===== src/design/npcl_ram.sv =====
// generic single-write, single-read ram with registered read data
module npcl_ram #(
    parameter int WIDTH = 8,
    parameter int DEPTH = 16
) (
    input  logic                     aclk,
    input  logic                     wr_en,
    input  logic [$clog2(DEPTH)-1:0] wr_addr,
    input  logic [WIDTH-1:0]         wr_data,
    input  logic [$clog2(DEPTH)-1:0] rd_addr,
    output logic [WIDTH-1:0]         rd_data
);

    logic [WIDTH-1:0] mem [DEPTH];

    always_ff @(posedge aclk) begin
        if (wr_en) begin
            mem[wr_addr] <= wr_data;
        end
        rd_data <= mem[rd_addr];
    end

endmodule


===== config.mk =====
export PLATFORM = sky130hd
export DESIGN_NAME = npcl_ram
export DESIGN_NICKNAME = d
export VERILOG_FILES = /design/src/design/npcl_ram.sv
export SDC_FILE = /design/constraint.sdc
export NUM_CORES = 1
export LEC_CHECK = 0
export BUFFER_PORTS_ARGS = -buffer_cell sky130_fd_sc_hd__buf_2
export CAP_MARGIN = 20
export CORE_MARGIN = 4
export CORE_UTILIZATION = 55
export DETAILED_ROUTE_END_ITERATION = 16
export PLACE_DENSITY = 0.79
export SYNTH_ARGS = -nofsm -noshare
export SYNTH_HDL_FRONTEND = slang
export SYNTH_SLANG_ARGS = --single-unit

===== constraint.sdc =====
create_clock -name aclk -period 4.21 [get_ports aclk]
set_input_delay 0.421 -clock aclk [delete_from_list [all_inputs] [get_ports aclk]]
set_output_delay 0.421 -clock aclk [all_outputs]
set_load 0.02 [all_outputs]

==> flow_metrics.env <==
export IMPL_slew_headroom_pct=32.0
export IMPL_clock_latency_ps=510
export IMPL_yosysSeqAreaShare_pct=77.8
export IMPL_start_kind="input pin"
export IMPL_grt_overflow=0
export IMPL_ios=26
export IMPL_final_layout_size_suffix_gt1_share_pct=28.7
export IMPL_setup_tns_ps=0
export IMPL_final_setup_viol_count=0
export IMPL_fin_crit_sh_pct=44.1
export IMPL_synth_cells=229
export IMPL_wl_um=9800
export IMPL_cts_resized_gates=0
export IMPL_fp_dieW_um=105
export IMPL_area_growth_pct=15.9
export IMPL_power_mw=3.16
export IMPL_final_hold_violation_count=0
export IMPL_final_util_pct=64.9
export IMPL_avgSynthCellArea_um2=22.5
export IMPL_fmax_ghz=0.539
export IMPL_cp_slowest_cell="buf_2"
export IMPL_synth_ff_latch_count=136
export IMPL_vias_per_cell=6.22
export IMPL_synth_top_area_share_pct=74.7
export IMPL_status="completed"
export IMPL_cts_max_level=4
export IMPL_hp_class="input pin to register"
export IMPL_synth_warning_count=0
export IMPL_initial_utilization_pct=56.0
export IMPL_required_ps=4610
export IMPL_power_density_nw_per_um2=529
export IMPL_max_cap_violations=0
export IMPL_cts_root_buf="clkbuf_8"
export IMPL_ir_drop_mv=0.362
export IMPL_yosysUniqueCellTypes=19
export IMPL_drc_errors=0
export IMPL_slew_viol_final=0
export IMPL_die_y_um=105
export IMPL_cpPeakStageDelay_ps=760
export IMPL_cp_cell_sequence="buf_2, mux4_1, a22oi_1, nand2_1"
export IMPL_place_gp_congestion=0.770
export IMPL_ant_nets=0
export IMPL_critPathMaxFanout=32
export IMPL_num_rows=35
export IMPL_grt_max_degree=33
export IMPL_synthTopCellsByArea="edfxtp_1, mux4_2, mux4_1"
export IMPL_crit_arrival_ps=2250
export IMPL_synth_top_area_cell="edfxtp_1"
export IMPL_synth_area_um2=5150
export IMPL_cts_tree="built"
export IMPL_fin_crit_ps=1850
export IMPL_clock_skew_ps=4.77
export IMPL_dieArea_um2=11000
export IMPL_drt_first_pass_iters=5
export IMPL_grt_pass1_wl_um=14900
export IMPL_crit_family="buffers and inverters"
export IMPL_syn_nets=247
export IMPL_critical_path_class="input pin to register"
export IMPL_grt_pass1_vias=2490
export IMPL_nets=284
export IMPL_vias=2426
export IMPL_core_area_um2=9200
export IMPL_route_detailed_wl_per_inst_um=25.1
export IMPL_tightest_slew_ps=1020
export IMPL_worst_path_buf_inv=1
export IMPL_antenna_found_initial=0
export IMPL_crit_path_end_kind="register"
export IMPL_cts_made_buffers=17
export IMPL_cts_sinks=136
export IMPL_hpwlAfterDp_um=5400
export IMPL_path_clk_slew_ps=60
export IMPL_leakagePower_nw=2.01
export IMPL_cts_hold_buf=0
export IMPL_post_cts_buffers=0
export IMPL_cts_max_path_buffers=2
export IMPL_grt_usage_pct=19.3
export IMPL_n_fill_cell=582
export IMPL_first_iter_violations=243
export IMPL_io_buffers=25
export IMPL_rsz0062_at_grt="no"
export IMPL_num_antenna_cells=0
==> Yosys cell counts (all sizes together) <==
library cell,number
buf,7
a22oi,16
mux4,32
nand2,9
edfxtp,128
nand2b,2
nor3,4
nand3,1
nand3b,2
and2b,1
nor2,13
or3b,1
clkdlybuf4s25,3
dfxtp,8
nor2b,1
and2,1
==> cell usage in the layout, fill, tap and decap left out, drive strengths merged <==
cell,instances
dfxtp,8
a22oi,16
buf,28
nor2,13
clkinv,5
edfxtp,128
clkinvlp,3
nand3,1
nand2,9
clkbuf,21
and2b,1
bufinv,3
nor3,4
nand2b,2
and2,1
nand3b,2
or3b,1
nor2b,1
mux4,32
==> cell families (layout without fill, tap and decap cells) <==
family / Yosys count / count (layout) / share of synthesized area, %
DFF: 136 / 136 / 77.8
and+or+nand+nor: 35 / 35 / 3.18
muxes: 32 / 32 / 15.0
AOI/OAI and AO/OA: 16 / 16 / 2.33
buffers and inverters: 10 / 60 / 1.68
==> cell type report <==
cell class                      instances  area (µm²)  share of cell area [%]
Sequential cell                       136        4000                    67.1
Clock buffer                           21         469                    7.87
Timing Repair Buffer                   28         145                    2.43
Tap cell                              111         139                    2.33
Clock inverter                         11         145                    2.43
Multi-Input combinational cell         83        1060                    17.8
==> flip-flops by register name, summed over array words and instances (netlist names) <==
register / flops
mem: 128
rd_data: 8
==> through the flow <==
step                      setup slack, ps  std cells  cell area [µm²]  hold slack [ps]
after global routing                 2230        390             5960              288
after floorplan                      2300        229             5150              520
final                                2360        390             5960              293
after CTS                            2340        390             5960              265
after global placement               1700        357             5350              646
after detailed placement             1790        358             5350              658
==> path summary, 6_finish.rpt <==
check / to / from / slack, ps / cells after the start
max: rd_data[1] / rd_addr[0] / 2360 / 4
min: mem[9][4] / wr_data[4] / 290 / 1
max reg2reg: rd_data[2] / mem[1][2] / 2810 / 3
min reg2reg: rd_data[1] / mem[14][1] / 670 / 3
==> report_power, final <==
part	switching [mW]	internal, mW	total, mW
registers	0.0101	1.51	1.52
clock network	0.530	0.963	1.49
logic	0.0849	0.0544	0.139
==> routing by layer <==
layer	global-route usage, %	vias to the layer above	wire (µm)
met3	5.25	14	768
met2	30.8	103	5150
li1	-	1045	-
met1	25.1	1264	3730
met5	0	-	0
met4	8.90	0	158
(Power assumes the default switching activity.)
